### config.mk
export PLATFORM = sky130hd
export DESIGN_NAME = swpe_fifo
export DESIGN_NICKNAME = d
export VERILOG_FILES = /design/src/rtl/core/swpe_fifo.sv
export SDC_FILE = /design/constraint.sdc
export NUM_CORES = 1
export LEC_CHECK = 0
export BUFFER_PORTS_ARGS = -buffer_cell sky130_fd_sc_hd__buf_2
export CORE_ASPECT_RATIO = 0.8
export CORE_MARGIN = 8
export CORE_UTILIZATION = 35
export DETAILED_ROUTE_END_ITERATION = 8
export MAX_ROUTING_LAYER = met4
export PLACE_DENSITY = 0.62
export RECOVER_POWER = 25
export SYNTH_ARGS = -nofsm -noshare
export SYNTH_HDL_FRONTEND = slang
export SYNTH_SLANG_ARGS = --single-unit
### constraint.sdc
create_clock -name clk_i -period 2.1 [get_ports clk_i]
set_input_delay 0.42 -clock clk_i [delete_from_list [all_inputs] [get_ports clk_i]]
set_output_delay 0.42 -clock clk_i [all_outputs]
set_load 0.02 [all_outputs]
### src/rtl/core/swpe_fifo.sv
// ----------------------------------------------------------------------------
// swpe_fifo
// Small register queue used for window commands and for results.
// ----------------------------------------------------------------------------
module swpe_fifo #(
  parameter int DATA_W = 8,
  parameter int DEPTH  = 4
) (
  input  logic                       clk_i,
  input  logic                       rst_ni,
  input  logic                       push_i,
  input  logic [DATA_W-1:0]          data_i,
  output logic                       full_o,
  input  logic                       pop_i,
  output logic [DATA_W-1:0]          data_o,
  output logic                       empty_o,
  output logic [$clog2(DEPTH+1)-1:0] count_o
);

  localparam int PtrW = (DEPTH > 1) ? $clog2(DEPTH) : 1;
  localparam int CntW = $clog2(DEPTH + 1);

  logic [DATA_W-1:0] mem_q [DEPTH];
  logic [PtrW-1:0]   wptr_q, wptr_d, rptr_q, rptr_d;
  logic [CntW-1:0]   cnt_q, cnt_d;
  logic              do_push, do_pop;

  assign full_o  = (cnt_q == CntW'(DEPTH));
  assign empty_o = (cnt_q == '0);
  assign count_o = cnt_q;
  assign data_o  = mem_q[rptr_q];
  assign do_push = push_i && !full_o;
  assign do_pop  = pop_i && !empty_o;

  always_comb begin
    wptr_d = wptr_q;
    rptr_d = rptr_q;
    cnt_d  = cnt_q;
    if (do_push) begin
      wptr_d = (wptr_q == PtrW'(DEPTH - 1)) ? '0 : wptr_q + 1'b1;
    end
    if (do_pop) begin
      rptr_d = (rptr_q == PtrW'(DEPTH - 1)) ? '0 : rptr_q + 1'b1;
    end
    if (do_push && !do_pop) begin
      cnt_d = cnt_q + 1'b1;
    end else if (!do_push && do_pop) begin
      cnt_d = cnt_q - 1'b1;
    end
  end

  always_ff @(posedge clk_i or negedge rst_ni) begin
    if (!rst_ni) begin
      wptr_q <= '0;
      rptr_q <= '0;
      cnt_q  <= '0;
    end else begin
      wptr_q <= wptr_d;
      rptr_q <= rptr_d;
      cnt_q  <= cnt_d;
    end
  end

  always_ff @(posedge clk_i) begin
    if (do_push) begin
      mem_q[wptr_q] <= data_i;
    end
  end

endmodule

Word level (Yosys, flattened, before mapping):

Memories as Yosys holds them, arrays and structs flattened.
Cells that the tools add are included.

* output and inout port bits: 13
* memories: 1
* flip-flop bits (word level): 7
* input port bits: 12
* latch bits: 0
* bits in writable memories: 32
* ROM bits: 0
* logic and storage cells: 27

Memory list
* mem_q: depth 4, width 8, read ports 1, clocked after Yosys merged registers in 0, wr ports 1, line 23 `logic [DATA_W-1:0] mem_q [DEPTH];`

* reductions and logical operators: 10
* multipliers: 0
* magnitude comparators: 0
* divide/modulo/power cells: 0
* add/sub/neg operators: 4
* multiplexer cells: 6
* bitwise gates (word level): 0
* equality and inequality tests: 3
* shifts and indexed selects: 0

Operator list (count)
* 3-bit 2-to-1 mux: 2
* 2-bit by 1-bit adder with 2-bit output (second input constant): 2
* 2-bit equality test (second input constant): 2
* 1-bit logical AND: 4
* 1-bit zero test: 4
* 2-bit 2-to-1 mux: 2
* 3-bit by 1-bit adder with 3-bit output (second input constant): 1
* 3-bit equality test (second input constant): 1
* 3-bit zero test: 1
* 3-bit by 1-bit subtractor with 3-bit output (second input constant): 1
* 1-bit 2-to-1 mux: 2
* 2-bit nonzero test: 1

Longest topological paths before layout:

* depth in word-level cells: 7
* depth in mapped cells: 9
* depth with buffers taken out: 8

Least setup slack after synthesis:

No wires, ideal clock.

* path type: register -> register
* start: register cnt_q[0] (netlist: count_o[0])
* end: register cnt_q[2] (netlist: count_o[2])
* period minus slack after synthesis: 2.418 ns
* setup time: 0.080 ns
* path slack: -0.318 ns
* stages on the path, launching flop included: 9
* required time: 2.020 ns
* arrival time: 2.338 ns
* buffers on the path: 0
* cell sequence: dfrtp_1 > nor3_1 > nand2b_4 > ha_1 > inv_1 > fa_1 > xor2_1 > nor2_1 > xor2_1

* word-level cells in the longest chain between the ends: 6
* elaborated cells on any way between the ends: 15
* those cells by class: add/sub (2); eq/ne (1); mux (2); reduce/logical (10)

Ends and longest elaborated chain
* from (decl): line 25 `logic [CntW-1:0] cnt_q, cnt_d;`
* from (signal assigned): line 60 `cnt_q <= cnt_d;`
* 3-bit zero test (*): line 29 `assign empty_o = (cnt_q == '0);`
* net empty_o: line 16 `output logic empty_o,`
* 1-bit zero test (*): line 33 `assign do_pop = pop_i && !empty_o;`
* 1-bit logical AND (*): line 33
* 1-bit zero test: line 45 `if (do_push && !do_pop) begin`
* 1-bit logical AND: line 45
* 3-bit 2-to-1 mux or 2-bit nonzero test (tied branches)

The timed path passes the listed nets; every way through them passes the cells marked *. The select of a mux whose other input is x is not followed.
A chain may end at the register's enable or synchronous reset.

Worst setup path after layout:

* start: register cnt_q[1] (netlist: count_o[1])
* end: register cnt_q[2] (netlist: count_o[2])

* word-level cells in the longest chain between the ends: 6
* elaborated cells on any way between the ends: 15
* those cells by class: add/sub (2); eq/ne (1); mux (2); reduce/logical (10)

Ends and longest elaborated chain
* parallel branches: the longest is 6 deep, another holds 3-bit by 1-bit subtractor with 3-bit output

Parallel ways; which one is timed is not known. The select of a mux whose other input is x is not followed.

==> reports/results.ini <==
[outcome]
status = complete, no violations

[clocking]
cts_buffers = 5
clockBufferDepth = 2
worst_skew_pair.late_latency_ns = 0.28
cts.reportedPaths.clkPinSlew_ns = 0.08
cts_hold_buffers = 1
cts_tree = yes
post_cts_buffers = 0
ctsResizeCount = 0
ctsRootBufferMaster = clkbuf_8
htreeDepth = 2
cts_sinks = 39

[sta]
setup_viol = 0
drv_slew = 0
worstMarginPinSlew_ns = 0.447
hold_slack_ns = 0.365
finalCritPeriodShare = 0.927
rsz0062_at_grt = false
tns_ns = 0
skew_ns = 0.00742
timing.fmax_mhz = 513
finalHoldViolations = 0
slew_headroom = 0.702
fin_ws_ns = 0.152
min_period_ns = 1.95

[synthesis]
postSynthCellCount = 79
synth_seq_cells = 39
ys_types = 19
syn_area_um2 = 1620
avgSynthCellArea_um2 = 20.5
synth_fp_nets = 98
yosysWarnings = 0
ys_seq_area_frac = 0.701

[worst_setup_path]
crit_cells = 8
worstPathRequired_ns = 2.31
cp_cell_sequence = nor3_4 -> nand2b_4 -> ha_1 -> inv_1 -> fa_1 -> xor2_1 -> nor2_1 -> xor2_1
start_kind = register
critPathMostFrequentCell = xor2_1
slowest_delay_ns = 0.47
worst_path_dominant_cell_family = adder cells
rr_worst_depth = 8
slowest_stage = dfrtp_2
cp.arrival_ns = 2.16
crit_path_end_kind = register
crit_type = reg -> reg
critPathBufInv = 1
cp_max_fo = 5

[detailed_routing]
drc_errors = 0
wl_per_cell_um = 16.3
drtPass1Iterations = 4
via_per_inst = 4.58
drtAntennaViolNets = 0
routed_wl_um = 2810
first_iter_violations = 11
vias = 787

[min_path]
hold_depth = 1
hp-class = in -> reg

[place]
gp_congestion = 0.801
post-place-ws_ns = 0.149
io_buffers = 24
dpl.hpwl_um = 1990

[global_routing]
grtUsageTotal = 0.0875
grt_pass1_wl_um = 4500
antenna_found_initial = 0
grt_max_degree = 13
grt.overflow.total = 0
first_global_vias = 876

[finish]
drive_gt1_frac = 0.464
fin_util = 0.436
final_cell_mix = 32 x edfxtp_1, 18 x buf_2, 8 x mux4_2
area_growth_pct = 21.5
fillerInstances = 411
nets = 130
layout_commonest_cell = edfxtp_1
antennaDiodeCount = 0

[floorplanning]
die_h_um = 76.9
start_util = 0.359
die_x_um = 92.1
die_area_um2 = 7080
std_cell_rows = 22
core-area_um2 = 4510
ioPinCount = 25

[power_and_ir_drop]
p_leak_nw = 0.733
seqPwrFrac = 0.405
p_sw_frac = 0.321
powerDensity_nw_per_um2 = 1530
peakVddDrop_v = 0.000537
total_power_mw = 3.01
p_int_mw = 2.04
power.switching_mw = 0.966
power_frac_clock = 0.240
p_comb_frac = 0.355

[flow_run]
maxCapViolCount = 0

[flip-flops by register name, summed over array words and instances (netlist names)]
register,count
rptr_q,2
wptr_q,2
mem_q,32
count_o,3
[path summary, 6_finish.rpt]
check	from	slack [ns]	endpoint
worst min-delay path	data_i[6]	0.37	mem_q[2][6]$_DFFE_PP_
worst max-delay path	count_o[1]$_DFFE_PN0P_	0.15	count_o[2]$_DFFE_PN0P_
max in group asynchronous	rst_ni	1.43	count_o[0]$_DFFE_PN0P_
min in group asynchronous	rst_ni	0.49	rptr_q[1]$_DFFE_PN0P_
worst max register to register	count_o[1]$_DFFE_PN0P_	0.15	count_o[2]$_DFFE_PN0P_
worst min register to register	count_o[2]$_DFFE_PN0P_	0.55	count_o[2]$_DFFE_PN0P_
[logic make-up after synthesis]
family,Yosys count,synth area share
and+or+nand+nor,11,0.0541
xor gates and xnor gates,3,0.0162
DFF,39,0.701
adders and majority gates,7,0.0587
buffers and inverters,6,0.0193
muxes,13,0.151
[per-layer routing]
metal | GRT usage | routed length, um | vias to the layer above
met5 | - | 0 | -
met3 | 0.0311 | 146 | 7
met1 | 0.100 | 1250 | 396
met2 | 0.127 | 1340 | 18
li1 | - | - | 366
met4 | 0.0578 | 77 | 0
[cell type report]
type	count	area, um^2	area share
repair buffers	28	145	0.0737
multi-input cells	34	464	0.236
flip-flops and latches	39	1140	0.579
inverters	3	11.3	0.00572
clock inverters	2	60.1	0.0305
well taps	60	75.1	0.0381
clock buffers	6	72.6	0.0369
[power by group through the flow]
stage / Sequential (mW) / Clock (mW) / Combinational (mW)
4_1_cts: 1.22 / 0.737 / 1.10
2_1_floorplan: 1.21 / 0 / 0.769
3_5_place_dp: 1.24 / 0 / 1.09
5_1_grt: 1.24 / 0.765 / 1.18
3_3_place_gp: 1.22 / 0 / 1.06
6_report: 1.22 / 0.724 / 1.07
[cell usage after synthesis]
library cell / number / area share
fa_1: 1 / 0.012
nand2b_4: 1 / 0.0085
ha_1: 6 / 0.046
nor3b_4: 1 / 0.012
edfxtp_1: 32 / 0.59
and2_2: 4 / 0.019
xnor2_1: 1 / 0.0054
inv_1: 3 / 0.0069
nor2b_2: 1 / 0.0054
buf_6: 1 / 0.0069
xor2_1: 2 / 0.011
nor2_1: 3 / 0.0069
dfrtp_1: 7 / 0.11
mux4_2: 8 / 0.11
buf_2: 1 / 0.0031
mux2_4: 2 / 0.019
nor3_1: 1 / 0.0031
mux2_2: 3 / 0.021
buf_1: 1 / 0.0023
[per-stage QoR]
stage | instances | area, um^2
floorplan | 79 | 1640
global placement | 163 | 1830
detailed placement | 163 | 1830
CTS | 172 | 1980
global route | 172 | 1970
finish | 172 | 1970
Note: power is estimated with default switching activity, not from simulation.
