$ cat src/rtl/core/swpe_pkg.sv
// ----------------------------------------------------------------------------
// swpe_pkg
// Shared types and constants of the sliding window patch extractor.
// ----------------------------------------------------------------------------
package swpe_pkg;

  localparam int PIX_W     = 8;   // pixel width
  localparam int DIM_W     = 13;  // image_width / image_height register width
  localparam int TILE_W    = 4;   // tile_size register width
  localparam int CNT_W     = 12;  // row and column counters
  localparam int SLOT_W    = 3;   // row store slot index, covers up to 8 rows
  localparam int PEND_W    = 3;   // windows queued or in progress
  localparam int CMD_DEPTH = 4;   // window command queue
  localparam int OUT_DEPTH = 4;   // result queue
  localparam int OCNT_W    = 3;   // result queue fill count
  localparam int APB_AW    = 4;
  localparam int APB_DW    = 32;

  localparam logic [DIM_W-1:0] DIM_LIMIT = 13'd4096;

  // register indexes, taken from paddr[3:2]
  localparam logic [1:0] REG_IMAGE_WIDTH  = 2'd0;
  localparam logic [1:0] REG_IMAGE_HEIGHT = 2'd1;
  localparam logic [1:0] REG_TILE_SIZE    = 2'd2;

  typedef struct packed {
    logic [DIM_W-1:0]  image_width;
    logic [DIM_W-1:0]  image_height;
    logic [TILE_W-1:0] tile_size;
  } cfg_t;

  // row store write from the front
  typedef struct packed {
    logic              en;
    logic [SLOT_W-1:0] slot;
    logic [CNT_W-1:0]  col;
    logic [PIX_W-1:0]  data;
  } wr_t;

  // one window to read out: top row slot, left column, side length
  typedef struct packed {
    logic [SLOT_W-1:0] slot;
    logic [CNT_W-1:0]  col;
    logic [TILE_W-1:0] tile;
  } cmd_t;

  typedef struct packed {
    logic win_done;  // last read of a window issued
  } back_stat_t;

  typedef enum logic {
    BK_IDLE,
    BK_RUN
  } back_state_e;

endpackage

$ cat src/rtl/core/swpe_front.sv
// ----------------------------------------------------------------------------
// swpe_front
// Accepts pixels, writes them to the row store, tracks row and column,
// and queues a read-out command for each pixel that completes a window.
// ----------------------------------------------------------------------------
module swpe_front #(
  parameter int MAX_TILE  = 8,
  parameter int MAX_WIDTH = 4096
) (
  input  logic                      clk_i,
  input  logic                      rst_ni,
  input  swpe_pkg::cfg_t            cfg_i,
  input  logic                      push_i,
  input  logic [swpe_pkg::PIX_W-1:0] pixel_i,
  output logic                      full_o,
  output swpe_pkg::wr_t             wr_o,
  output swpe_pkg::cmd_t            cmd_o,
  output logic                      cmd_push_o,
  input  logic                      cmd_full_i,
  input  swpe_pkg::back_stat_t      stat_i
);

  import swpe_pkg::*;

  localparam int WLimInt = (MAX_WIDTH < 4096) ? MAX_WIDTH : 4096;
  localparam logic [DIM_W-1:0]  WLim = DIM_W'(WLimInt);
  localparam logic [TILE_W-1:0] TLim = TILE_W'(MAX_TILE);
  localparam int SlotSumW = SLOT_W + 2;

  logic [CNT_W-1:0]  col_q, col_d, row_q, row_d;
  logic [SLOT_W-1:0] slot_q, slot_d;
  logic              phase_q, phase_d, win_phase_q, win_phase_d;
  logic [PEND_W-1:0] pend_q, pend_d;

  logic [DIM_W-1:0]    w, h, t_ext, col_p1, row_p1, c0_full;
  logic [TILE_W-1:0]   t;
  logic [SlotSumW-1:0] slot_sum;
  logic [SLOT_W-1:0]   top_slot;
  logic                is_win, hazard, accept;

  // effective register values
  always_comb begin
    if (cfg_i.image_width == '0) begin
      w = DIM_W'(1);
    end else if (cfg_i.image_width > WLim) begin
      w = WLim;
    end else begin
      w = cfg_i.image_width;
    end
    if (cfg_i.image_height == '0) begin
      h = DIM_W'(1);
    end else if (cfg_i.image_height > DIM_LIMIT) begin
      h = DIM_LIMIT;
    end else begin
      h = cfg_i.image_height;
    end
    if (cfg_i.tile_size == '0) begin
      t = TILE_W'(1);
    end else if (cfg_i.tile_size > TLim) begin
      t = TLim;
    end else begin
      t = cfg_i.tile_size;
    end
  end

  assign t_ext  = DIM_W'(t);
  assign col_p1 = DIM_W'(col_q) + DIM_W'(1);
  assign row_p1 = DIM_W'(row_q) + DIM_W'(1);
  assign is_win = (t_ext <= w) && (t_ext <= h) && (col_p1 >= t_ext) && (row_p1 >= t_ext);

  // A new row may overwrite rows an outstanding window still reads; wait for
  // the back to drain before the first write of a new row.
  assign hazard = (pend_q != '0) && (phase_q != win_phase_q);
  assign full_o = hazard || (is_win && cmd_full_i);
  assign accept = push_i && !full_o;

  // top row slot = (row - (t-1)) mod MAX_TILE
  assign slot_sum = SlotSumW'(slot_q) + SlotSumW'(MAX_TILE) + SlotSumW'(1) - SlotSumW'(t);
  assign top_slot = (slot_sum >= SlotSumW'(MAX_TILE)) ?
                    SLOT_W'(slot_sum - SlotSumW'(MAX_TILE)) : SLOT_W'(slot_sum);
  assign c0_full  = col_p1 - t_ext;

  always_comb begin
    wr_o.en   = accept;
    wr_o.slot = slot_q;
    wr_o.col  = col_q;
    wr_o.data = pixel_i;
    cmd_o.slot = top_slot;
    cmd_o.col  = c0_full[CNT_W-1:0];
    cmd_o.tile = t;
    cmd_push_o = accept && is_win;
  end

  always_comb begin
    col_d       = col_q;
    row_d       = row_q;
    slot_d      = slot_q;
    phase_d     = phase_q;
    win_phase_d = cmd_push_o ? phase_q : win_phase_q;
    pend_d      = pend_q + PEND_W'(cmd_push_o) - PEND_W'(stat_i.win_done);
    if (accept) begin
      if (col_p1 >= w) begin
        col_d   = '0;
        phase_d = !phase_q;
        if (row_p1 >= h) begin
          row_d  = '0;
          slot_d = '0;
        end else begin
          row_d  = row_p1[CNT_W-1:0];
          slot_d = (slot_q == SLOT_W'(MAX_TILE - 1)) ? '0 : slot_q + 1'b1;
        end
      end else begin
        col_d = col_p1[CNT_W-1:0];
      end
    end
  end

  always_ff @(posedge clk_i or negedge rst_ni) begin
    if (!rst_ni) begin
      col_q       <= '0;
      row_q       <= '0;
      slot_q      <= '0;
      phase_q     <= 1'b0;
      win_phase_q <= 1'b0;
      pend_q      <= '0;
    end else begin
      col_q       <= col_d;
      row_q       <= row_d;
      slot_q      <= slot_d;
      phase_q     <= phase_d;
      win_phase_q <= win_phase_d;
      pend_q      <= pend_d;
    end
  end

endmodule

$ cat config.mk
export PLATFORM = sky130hd
export DESIGN_NAME = swpe_front
export DESIGN_NICKNAME = d
export VERILOG_FILES = /design/src/rtl/core/swpe_pkg.sv /design/src/rtl/core/swpe_front.sv
export SDC_FILE = /design/constraint.sdc
export NUM_CORES = 1
export LEC_CHECK = 0
export ABC_AREA = 1
export BUFFER_PORTS_ARGS = -buffer_cell sky130_fd_sc_hd__buf_2
export CORE_ASPECT_RATIO = 1.4
export CORE_MARGIN = 2
export CORE_UTILIZATION = 50
export DETAILED_ROUTE_END_ITERATION = 16
export PLACE_DENSITY = 0.75
export SLEW_MARGIN = 30
export SYNTH_ARGS = -nofsm -noshare
export SYNTH_HDL_FRONTEND = slang
export SYNTH_SLANG_ARGS = --single-unit
$ cat constraint.sdc
create_clock -name clk_i -period 2.7 [get_ports clk_i]
set_input_delay 0.135 -clock clk_i [delete_from_list [all_inputs] [get_ports clk_i]]
set_output_delay 0.135 -clock clk_i [all_outputs]
set_load 0.01 [all_outputs]
Yosys cells after proc, flatten, opt, wreduce, memory -nomap -nowiden
Index checks and enable logic that the tools add are counted.
- output and inout port bits: 45
- bits of input ports: 43
- word-level logic and storage cells: 54
- bits in registers: 32
- equality and inequality tests: 2
- multiplexer cells: 11
- $lt $le $gt $ge: 10
- add/subtract/negate cells: 10
- reduce and logical (&&, ||, !) cells: 15
- operators with widths (kind ; count):
    2-to-1 mux 13 bit ; 4
    adder 12 x 1 -> 13 bit (second input constant) ; 2
    greater-or-equal comparator 13 bit ; 2
    greater-or-equal comparator 13 x 4 -> 1 bit ; 2
    greater-than comparator 13 bit (second input constant) ; 2
    less-or-equal comparator 4 x 13 -> 1 bit ; 2
    zero test 13 bit ; 2
    2-to-1 mux 12 bit ; 2
    subtractor 12 x 4 -> 12 bit ; 1
    2-to-1 mux 3 bit ; 3
    2-to-1 mux 4 bit ; 2
    logical AND 1 bit ; 7
    adder 3 x 4 -> 5 bit (second input constant) ; 1
    adder 5 x 1 -> 5 bit (second input constant) ; 1
    greater-or-equal comparator 5 x 4 -> 1 bit (second input constant) ; 1
    subtractor 5 x 4 -> 5 bit ; 1
    greater-than comparator 4 bit (second input constant) ; 1
    zero test 4 bit ; 1
    adder 3 x 1 -> 3 bit ; 1
    adder 3 x 1 -> 3 bit (second input constant) ; 1
    equality test 3 bit (second input constant) ; 1
    nonzero test 3 bit ; 1
    subtractor 3 x 1 -> 3 bit ; 1
    subtractor 3 x 1 -> 3 bit (second input constant) ; 1
    4 further kinds ; 5

Depth between registers and ports, before layout
Gate-level depths: netlist (run 1).
- word-level depth: 14
- depth in mapped cells: 23
- depth with buffers taken out: 22

Least setup slack after synthesis (run 1)
OpenSTA, ideal clock, no wires.
- kind: register -> register
- from: register col_q[0]
- to: register pend_q[1]
- data required time: 2636 ps
- data arrival time: 2990 ps
- path buffers: 0
- library setup time: 64 ps
- clock period less this slack: 3054 ps
- path slack: -354 ps
- cell stages (with the launch flop): 20
- cells stage by stage: dfrtp_1 > ha_1 > xor2_1 > ha_1 > a21oi_1 > nand2_1 > nand2_1 > nand2_1 > nor2_2 > nand3_2 > nor2_2 > nand3_2 > inv_1 > nor2_1 > nand4_1 > inv_1 > ha_1 > inv_1 > fa_1 > inv_1
- longest elaborated chain between the ends: 11
- RTL lines (what ; line ; text):
    start, declared ; swpe_front.sv:30 ; logic [CNT_W-1:0] col_q, col_d, row_q, row_d;
    start signal, assigned ; swpe_front.sv:127 ; col_q <= col_d;
    adder 12 x 1 -> 13 bit * ; swpe_front.sv:67 ; assign col_p1 = DIM_W'(col_q) + DIM_W'(1);
    greater-or-equal comparator 13 x 4 -> 1 bit * ; swpe_front.sv:69 ; assign is_win = (t_ext <= w) && (t_ext <= h) && (col_p1 >= t_ext) && (row_p1 >= t_ext);
    logical AND 1 bit * (2 in series) ; swpe_front.sv:69 ;
    logical AND 1 bit ; swpe_front.sv:74 ; assign full_o = hazard || (is_win && cmd_full_i);
    logical OR 1 bit ; swpe_front.sv:74 ;
    zero test 1 bit ; swpe_front.sv:75 ; assign accept = push_i && !full_o;
    logical AND 1 bit ; swpe_front.sv:75 ;
    logical AND 1 bit * ; swpe_front.sv:91 ; cmd_push_o = accept && is_win;
    named net cmd_push_o ; swpe_front.sv:18 ; output logic cmd_push_o,
    adder 3 x 1 -> 3 bit * ; swpe_front.sv:100 ; pend_d = pend_q + PEND_W'(cmd_push_o) - PEND_W'(stat_i.win_done);
    subtractor 3 x 1 -> 3 bit * ; swpe_front.sv:100 ;
    named net pend_d[1] ; swpe_front.sv:33 ; logic [PEND_W-1:0] pend_q, pend_d;
    end signal, assigned ; swpe_front.sv:132 ; pend_q <= pend_d;
    end, declared ; swpe_front.sv:33 ;
Mark *: on every way through the listed nets, which the timed path passes. The rest lies on a longest branch.
A chain may end at the register's enable or synchronous reset.

Final worst setup path (run 1)
- from: register col_q[0]
- to: register row_q[2]
- longest elaborated chain between the ends: 9
- elaborated cells between the ends (all ways): 10
- classes of those cells: 1 x add/sub; 2 x order compare; 7 x reduce/logical
- RTL lines (what ; line ; text):
    adder 12 x 1 -> 13 bit * ; swpe_front.sv:67 ;
    greater-or-equal comparator 13 x 4 -> 1 bit ; swpe_front.sv:69 ;
    logical AND 1 bit (2 in series) ; swpe_front.sv:69 ;
    logical AND 1 bit ; swpe_front.sv:74 ;
    logical OR 1 bit ; swpe_front.sv:74 ;
    zero test 1 bit ; swpe_front.sv:75 ;
    logical AND 1 bit ; swpe_front.sv:75 ;
    AND reduction 2 bit (no source line) * ; n/a ;
    end signal, assigned ; swpe_front.sv:128 ; row_q <= row_d;
    end, declared ; swpe_front.sv:30 ;
Every way passes the cells marked *; elsewhere a longest branch is shown, timed or not.

==> metrics.yaml, run 1 <==
die:
  die_x_um: 76.6
  placeable_area_sq_um: 7270
  starting_utilization_of_the_core_area_pct: 50.8
  die_height_um: 106
  die_area_sq_um: 8100
  fp-row-count: 37
  io_pins: 88
timing:
  maxSlewViolCount: 0
  worst_pin_slew_ps: 811
  timing.final.ws_setup_ps: -343
  clock.fmax_mhz: 329
  setup_repair_after_global_routing_missed_its_margin: "yes"
  setup_viol_count_final: 38
  final.hold.worst_slack_ps: 270
  timing.clock.skew_ps: 15.8
  timing_hold_violations_final: 0
  finalWorstPathRequiredPeriod_ps: 3040
  slew_headroom_pct: 46.0
  final_min_period_over_clock_period_pct: 113
critical_path:
  timing.setup.critical_path_class: "flop to flop"
  worst_path_required_ps: 2940
  critical_path_end_type: "flop"
  start_kind: "flop"
  arrival_ps: 3290
  path_max_fanout: 8
detailed_routing:
  vias_per_cell: 5.44
  drc: 0
  wire_per_inst_um: 15.4
  drtIter0Drc: 198
  postRouteAntennaNets: 0
  route.final.wire_length_mm: 12.8
  route.vias.total: 4513
  first_pass_iters: 5
job:
  drv_cap: 0
clocking:
  clock_tree_from_tritoncts: "built"
  clock_sinks: 32
  clock_input_transition_at_the_sequential_cells_of_the_worst_setup_and_hold_paths_ps: 90
  ctsHtreeMaxLevel: 2
  clock_insertion_delay_worst_skew_ps: 300
  numCtsBuffers: 5
  cts_buffer_depth: 2
  ctsRootBufferMaster: "sky130_fd_sc_hd__clkbuf_8"
global_route:
  grt_start_max_net_pins: 33
  grt_usage_pct: 27.5
  grt_pass1_vias: 4300
  grt_first_pass_wirelength_mm: 18.1
  initial_antenna_violation_count: 0
  globalRoute.totalOverflow: 0
synth:
  postSynth.asyncResetShare_pct: 100
  synthDominantAreaCellType: "sky130_fd_sc_hd__dfrtp_1"
  synth.ff_latch_count: 32
  number_of_enable_flip_flop_cells_after_synthesis: 0
  synthDistinctLibCells: 37
  synthTopCellsByArea: "sky130_fd_sc_hd__dfrtp_1 (22%), sky130_fd_sc_hd__nand2_1 (19%), sky130_fd_sc_hd__ha_1 (17%), sky130_fd_sc_hd__inv_1 (6.9%), sky130_fd_sc_hd__nor2_1 (6.0%)"
  post-synth-top-count-cell: "sky130_fd_sc_hd__nand2_1"
  synth_area_sq_um: 3690
  ys.flop_type: "sky130_fd_sc_hd__dfrtp_1"
  postSynthAreaPerCell_sq_um: 6.58
  synth.top_cells.by_count: "sky130_fd_sc_hd__nand2_1 (186), sky130_fd_sc_hd__inv_1 (68), sky130_fd_sc_hd__nor2_1 (59), sky130_fd_sc_hd__ha_1 (51), sky130_fd_sc_hd__dfrtp_1 (32)"
  post_synth_inst_count: 561
  synth_top_area_share_pct: 21.7
  synthesis.yosys.warnings: 0
  synthesis.nets: 657
  synth_sequential_area_ratio_pct: 21.7
final_layout:
  flow.area_growth_from_synthesis_pct: 49.3
  n_antenna_cell: 0
  final_layout_size_suffix_gt1_share_pct: 39.0
  layout.core_utilization_pct: 75.8
  layout.nets: 828
place:
  final_wtd_congestion: 0.934
  port_buffers: 71
  dp_hpwl_mm: 8.47
run_status:
  violated_checks: "negative setup slack"
  status: "finished, violations left"
pwr:
  max-vdd-ir-drop_mv: 0.897
  total_leakage_power_nw: 3.05
  power_density_nw_per_um2: 859
  p_total_w: 0.00473
min_path:
  type_of_the_tightest_min_delay_check: "input pin to output port"
[path summary, 6_finish.rpt]
kind	cells past startpoint	end	slack (ps)	from
setup / recovery	18	row_q[2]	-340	col_q[0]
hold / removal	0	wr_o[0]	270	pixel_i[0]
setup reg to reg	18	row_q[2]	-340	col_q[0]
hold reg to reg	2	win_phase_q	520	win_phase_q
max in group asynchronous	2	col_q[2]	1650	rst_ni
min in group asynchronous	2	col_q[10]	470	rst_ni
[critical path, cell delays in order (launching register included)]
cell and delay (ps):
sky130_fd_sc_hd__dfrtp_2 410, sky130_fd_sc_hd__ha_4 170, sky130_fd_sc_hd__nand2_1 110, sky130_fd_sc_hd__nor2_4 160, sky130_fd_sc_hd__nand2_2 100, sky130_fd_sc_hd__inv_2 70
sky130_fd_sc_hd__nand3b_1 100, sky130_fd_sc_hd__nand2_1 140, sky130_fd_sc_hd__inv_1 80, sky130_fd_sc_hd__ha_1 310, sky130_fd_sc_hd__nand2_1 100, sky130_fd_sc_hd__nor3_1 270
sky130_fd_sc_hd__nand3_1 170, sky130_fd_sc_hd__nand3_4 150, sky130_fd_sc_hd__inv_2 50, sky130_fd_sc_hd__buf_4 160, sky130_fd_sc_hd__nor2_4 240, sky130_fd_sc_hd__nand2_1 110
sky130_fd_sc_hd__nand2_1 70
[registers in the layout, summed over array words and instances (netlist names)]
register     cells
col_q           12
pend_q           3
phase_q          1
row_q           12
slot_q           3
win_phase_q      1
[logic make-up after synthesis]
| kind of cell | Yosys count | synth area share [%] |
|---|---|---|
| adder cells (fa/ha/maj) | 53 | 18.4 |
| XOR/XNOR | 21 | 5.19 |
| AND/OR/NAND/NOR | 301 | 35.0 |
| AO/OA/AOI/OAI | 61 | 8.95 |
| flip-flops | 32 | 21.7 |
| buffers and inverters | 93 | 10.8 |
[what timing repair did]
item,in CTS,in global routing
gates cloned,0,2
endpoints found under the setup margin,38,39
pin swaps,17,26
hold buffers,1,0
gates resized for setup,27,74
endpoints found under the hold margin,32,0
setup buffers,10,15
[per-layer routing]
metal | vias up | wire [um] | track usage (%)
li1 | 2127 | - | -
met1 | 2088 | 4370 | 25.2
met2 | 213 | 6890 | 55.9
met3 | 85 | 688 | 4.45
met4 | 0 | 877 | 15.3
met5 | - | 0 | 0
[through the flow]
| stage | area (sq um) | instances | worst slack (ps) | TNS (ps) |
|---|---|---|---|---|
| final | 5510 | 830 | -343 | -7360 |
| after floorplan | 3730 | 561 | -199 | -341 |
| after detailed placement | 4750 | 795 | -260 | -2550 |
| after global placement | 4750 | 795 | -150 | -803 |
| after CTS | 5060 | 814 | -160 | -1260 |
| after global routing | 5510 | 830 | -434 | -11690 |
[power by group]
group	internal, W	total (W)	switching (W)
registers	0.000580	0.000694	0.000113
clock network	0.000273	0.000478	0.000204
logic	0.00175	0.00356	0.00181
[area by class of cell]
type | instances | area [sq um]
multi-input cells | 437 | 2910
fillers | 527 | 1760
repair buffers | 181 | 1280
flip-flops and latches | 32 | 805
inverters | 75 | 282
well taps | 97 | 121
clock buffers | 5 | 68.8
clock inverters | 3 | 42.5
[cell usage in the layout, fill, tap and decap left out, drive strengths merged]
cell type,instances
inv,74
clkinv,2
nand2,186
o21bai,1
nor3,8
o31ai,3
nor3b,1
a41oi,1
ha,51
a221oi,1
nand4,7
nor4,2
nor2,66
bufinv,1
or2,3
a21o,1
o21ai,31
buf,179
dfrtp,32
xor2,19
a21oi,21
o211ai,2
nand3b,2
nand3,27
xnor2,2
dlygate4sd3,1
fa,2
clkbuf,6
clkinvlp,1
Power figures use the tool's default switching activity.
==> run 2: changes to the inputs <==
- ABC_AREA: 1 -> 0
==> run 2 against run 1 <==
  * The flow still finishes with violations (negative setup slack)
  * Clock power fell by 11%
  * Utilization rose by 15 points
  * Critical path depth fell by 4
  * First-iteration DRC count rose by 140%
  * Design area rose by 22%
  * Area after synthesis rose by 3.8%
  * Largest cell class unchanged
  * Largest power group unchanged
  * Highest routed layer unchanged
==> metrics.yaml, run 2 <==
synth:
  combinational_family_with_the_most_area_after_synthesis: "simple AND/OR/NAND/NOR gates"
  ys.flop_type: "sky130_fd_sc_hd__dfrtp_1"
  synth_area_sq_um: 3830  # +3.8%
  post_synth_mux_area_share_pct: 2.25  # +2.3 points
  synth_simple_gate_area_share_pct: 23.9  # -11 points
  postSynthAreaPerCell_sq_um: 8.29  # +26%
  synth_top_area_share_pct: 20.9  # -0.79 points
  synth.top_cells.by_count: "sky130_fd_sc_hd__ha_1 (51), sky130_fd_sc_hd__nand2_1 (50), sky130_fd_sc_hd__nor2_1 (38), sky130_fd_sc_hd__dfrtp_1 (32), sky130_fd_sc_hd__inv_1 (27)"
  synth-compound-area-share_pct: 18.1  # +9.1 points
  postSynth.asyncResetShare_pct: 100  # unchanged
  synthesis.nets: 558  # -15%
  synthesis.yosys.warnings: 0  # unchanged
  synthDistinctLibCells: 57  # +54%
  synthDominantAreaCellType: "sky130_fd_sc_hd__dfrtp_1"
  synth.ff_latch_count: 32  # unchanged
  adder_and_majority_gate_portion_of_the_synthesized_area_pct: 17.7  # -0.67 points
  post-synth-top-count-cell: "sky130_fd_sc_hd__ha_1"
  number_of_enable_flip_flop_cells_after_synthesis: 0  # unchanged
  synth-xor-area-share_pct: 8.46  # +3.3 points
  post_synth_inst_count: 462  # -18%
  synthTopCellsByArea: "sky130_fd_sc_hd__dfrtp_1 (21%), sky130_fd_sc_hd__ha_1 (17%), sky130_fd_sc_hd__xnor2_1 (5.7%), sky130_fd_sc_hd__nand2_1 (4.9%), sky130_fd_sc_hd__nor2_1 (3.7%)"
  synth_sequential_area_ratio_pct: 20.9  # -0.79 points
place:
  post-place-ws_ps: -391  # -131 ps
  final_wtd_congestion: 0.974  # +4.3%
  port_buffers: 71  # unchanged
  numPlacedInstances: 735  # -7.5%
  dp_hpwl_mm: 9.77  # +15%
final_layout:
  seq_area_sq_um: 808  # +0.47%
  final_common_cell: "sky130_fd_sc_hd__buf_4"
  n_antenna_cell: 0  # unchanged
  fillers: 286  # -46%
  layout.core_utilization_pct: 90.5  # +15 points
  layout.nets: 790  # -4.6%
  multi_input_area_sq_um: 3550  # +22%
  top_regs: "col_q (12), row_q (12)"
  final_cell_count_no_fill: 791  # -4.7%
  flow.area_growth_from_synthesis_pct: 75.0
  final_layout_size_suffix_gt1_share_pct: 58.5  # +19 points
  layout_common_cells: "sky130_fd_sc_hd__buf_4 (154), sky130_fd_sc_hd__buf_2 (68), sky130_fd_sc_hd__nand2_1 (44)"
detailed_routing:
  route.vias.total: 5276  # +17%
  wire_per_inst_um: 25.8  # +67%
  drc: 0  # unchanged
  vias_per_cell: 6.67  # +23%
  drtIter0Drc: 470  # +140%
  route.final.wire_length_mm: 20.4  # +59%
  first_pass_iters: 4  # -1
  postRouteAntennaNets: 0  # unchanged
timing:
  finalWorstPathRequiredPeriod_ps: 3310  # +265 ps
  final_min_period_over_clock_period_pct: 123  # +9.8 points
  timing.clock.skew_ps: 8.38  # -7.38 ps
  maxSlewViolCount: 0  # unchanged
  setup_repair_after_global_routing_missed_its_margin: "yes"
  timing_hold_violations_final: 0  # unchanged
  final.hold.worst_slack_ps: 270  # +0.00100 ps
  timing.final.ws_setup_ps: -608  # -265 ps
  setup_viol_count_final: 41  # +7.9%
  tns_setup_ps: -16860  # -9500 ps
  slew_headroom_pct: 47.0  # +1.0 points
  clock.fmax_mhz: 302  # -8.0%
  worst_pin_slew_ps: 795  # -15.4 ps
critical_path:
  arrival_ps: 3480  # +190 ps
  start_kind: "flop"
  regToRegSetupSlack_ps: -610  # -270 ps
  worst_r2r_endpoint: "slot_q[0]"
  critical_path_end_type: "flop"
  worstRegToRegCells: 14  # -4
  worst_path_required_ps: 2880  # -60 ps
  path_max_fanout: 6  # -2
  reg2reg_from: "row_q[8]"
  timing.setup.critical_path_class: "flop to flop"
  critical_path.startpoint: "row_q[8]"
clocking:
  numCtsBuffers: 5  # unchanged
  clock_insertion_delay_worst_skew_ps: 290  # about the same
  ctsRootBufferMaster: "sky130_fd_sc_hd__clkbuf_8"
  clock_sinks: 32  # unchanged
  clock_tree_from_tritoncts: "built"
  cts_buffer_depth: 2  # unchanged
  ctsHtreeMaxLevel: 2  # unchanged
  clock_input_transition_at_the_sequential_cells_of_the_worst_setup_and_hold_paths_ps: 80  # about the same
run_status:
  violated_checks: "negative setup slack"
  status: "finished, violations left"
pwr:
  total_leakage_power_nw: 3.13  # +2.7%
  cell_internal_pwr_w: 0.00372  # +43%
  sequentialPowerShare_pct: 12.6  # -2.0 points
  power_frac_comb_pct: 81.4  # +6.1 points
  p_clk_share_pct: 6.0  # -4.1 points
  max-vdd-ir-drop_mv: 1.04  # +16%
  power.switching_fraction_pct: 47.9  # +3.0 points
  power_density_nw_per_um2: 1070  # +24%
  switching_power_total_w: 0.00342  # +61%
die:
  die_height_um: 108  # +1.8%
  fp-row-count: 37  # unchanged
  placeable_area_sq_um: 7410  # +1.9%
  die_area_sq_um: 8390  # +3.6%
  die_x_um: 78.0  # +1.8%
  io_pins: 88  # unchanged
  starting_utilization_of_the_core_area_pct: 51.7  # +0.94 points
global_route:
  grt_start_max_net_pins: 33  # unchanged
  grt_pass1_vias: 4949  # +15%
  initial_antenna_violation_count: 0  # unchanged
  grt_first_pass_wirelength_mm: 25.2  # +39%
  grt_usage_pct: 38.7  # +11 points
  globalRoute.totalOverflow: 0  # unchanged
min_path:
  type_of_the_tightest_min_delay_check: "input pin to output port"
  hold_path.startpoint: "pixel_i[1]"
  worstHoldPathCells: 0  # unchanged
  worst_hold_path_ep: "wr_o[1]"
job:
  drv_cap: 0  # unchanged
[run 2: cell count changes in the layout (fill, tap and decap cells not counted), sizes merged, moves of 13 or more]
cell   change
buf       +81
xnor2     +23
nand3     -13
nor2      -28
inv       -47
nand2    -136
[run 2: layout make-up]
cell class	instances	share of cell area [%]
clock buffers	7	1.44
repair buffers	261	30.3
well taps	97	1.81
inverters	27	1.51
flip-flops and latches	32	12.1
multi-input cells	367	52.9
[run 2: cell families (layout without fill, tap and decap cells)]
logic type	count (synthesis)	in the layout
adder cells (fa/ha/maj)	53	53
XOR/XNOR	37	37
AND/OR/NAND/NOR	173	173
multiplexers	8	8
flip-flops	32	32
buffers and inverters	63	295
AO/OA/AOI/OAI	96	96
[run 2: timing repair]
action                                 CTS  global route
pin swaps                               50            47
setup endpoints to repair               39            41
gates resized for setup                107            79
hold buffers                             1             0
setup buffers                           42            22
gates cloned                             1             0
endpoints found under the hold margin   32             0
[run 2: worst max path at each step]
stage | end | slack [ps] | cells past startpoint
after floorplan | row_q[0] | -460 | 16
after global placement | row_q[2] | -320 | 12
after detailed placement | row_q[2] | -390 | 12
after CTS | slot_q[0] | -270 | 15
after global routing | row_q[4] | -640 | 14
final | slot_q[0] | -610 | 14
[run 2: critical path, cell delays in order, from the launching register on]
cell and delay (ps):
sky130_fd_sc_hd__dfrtp_1 360, sky130_fd_sc_hd__and2_1 290, sky130_fd_sc_hd__buf_4 200, sky130_fd_sc_hd__nand4_1 230, sky130_fd_sc_hd__nor3_2 370, sky130_fd_sc_hd__ha_1 250, sky130_fd_sc_hd__o211ai_1 200, sky130_fd_sc_hd__buf_4 200
sky130_fd_sc_hd__a211oi_2 170, sky130_fd_sc_hd__nor3_2 70, sky130_fd_sc_hd__o21ai_2 220, sky130_fd_sc_hd__buf_6 200, sky130_fd_sc_hd__buf_6 130, sky130_fd_sc_hd__nor3_2 40, sky130_fd_sc_hd__mux2_2 270
[run 2: per-layer routing]
| metal | global-route usage (%) | wire, um | up-vias |
|---|---|---|---|
| met5 | 0 | 0 | - |
| met4 | 22.8 | 2510 | 0 |
| met3 | 5.62 | 1840 | 210 |
| met2 | 72.5 | 9830 | 502 |
| met1 | 40.2 | 6190 | 2444 |
| li1 | - | - | 2120 |
[run 2: power by group through the flow]
stage / Sequential [W] / Combinational (W) / Clock (W)
after floorplan: 0.000822 / 0.00212 / 0
after global placement: 0.000820 / 0.00382 / 0
after detailed placement: 0.000826 / 0.00395 / 0
after CTS: 0.000836 / 0.00475 / 0.000410
after global routing: 0.000894 / 0.00600 / 0.000441
final: 0.000902 / 0.00581 / 0.000426
[run 2: through the flow]
stage          area (sq um)  total power [W]
2_1_floorplan          3910          0.00294
3_3_place_gp           5240          0.00463
3_5_place_dp           5240          0.00477
4_1_cts                6240          0.00599
5_1_grt                6700          0.00734
6_report               6700          0.00714
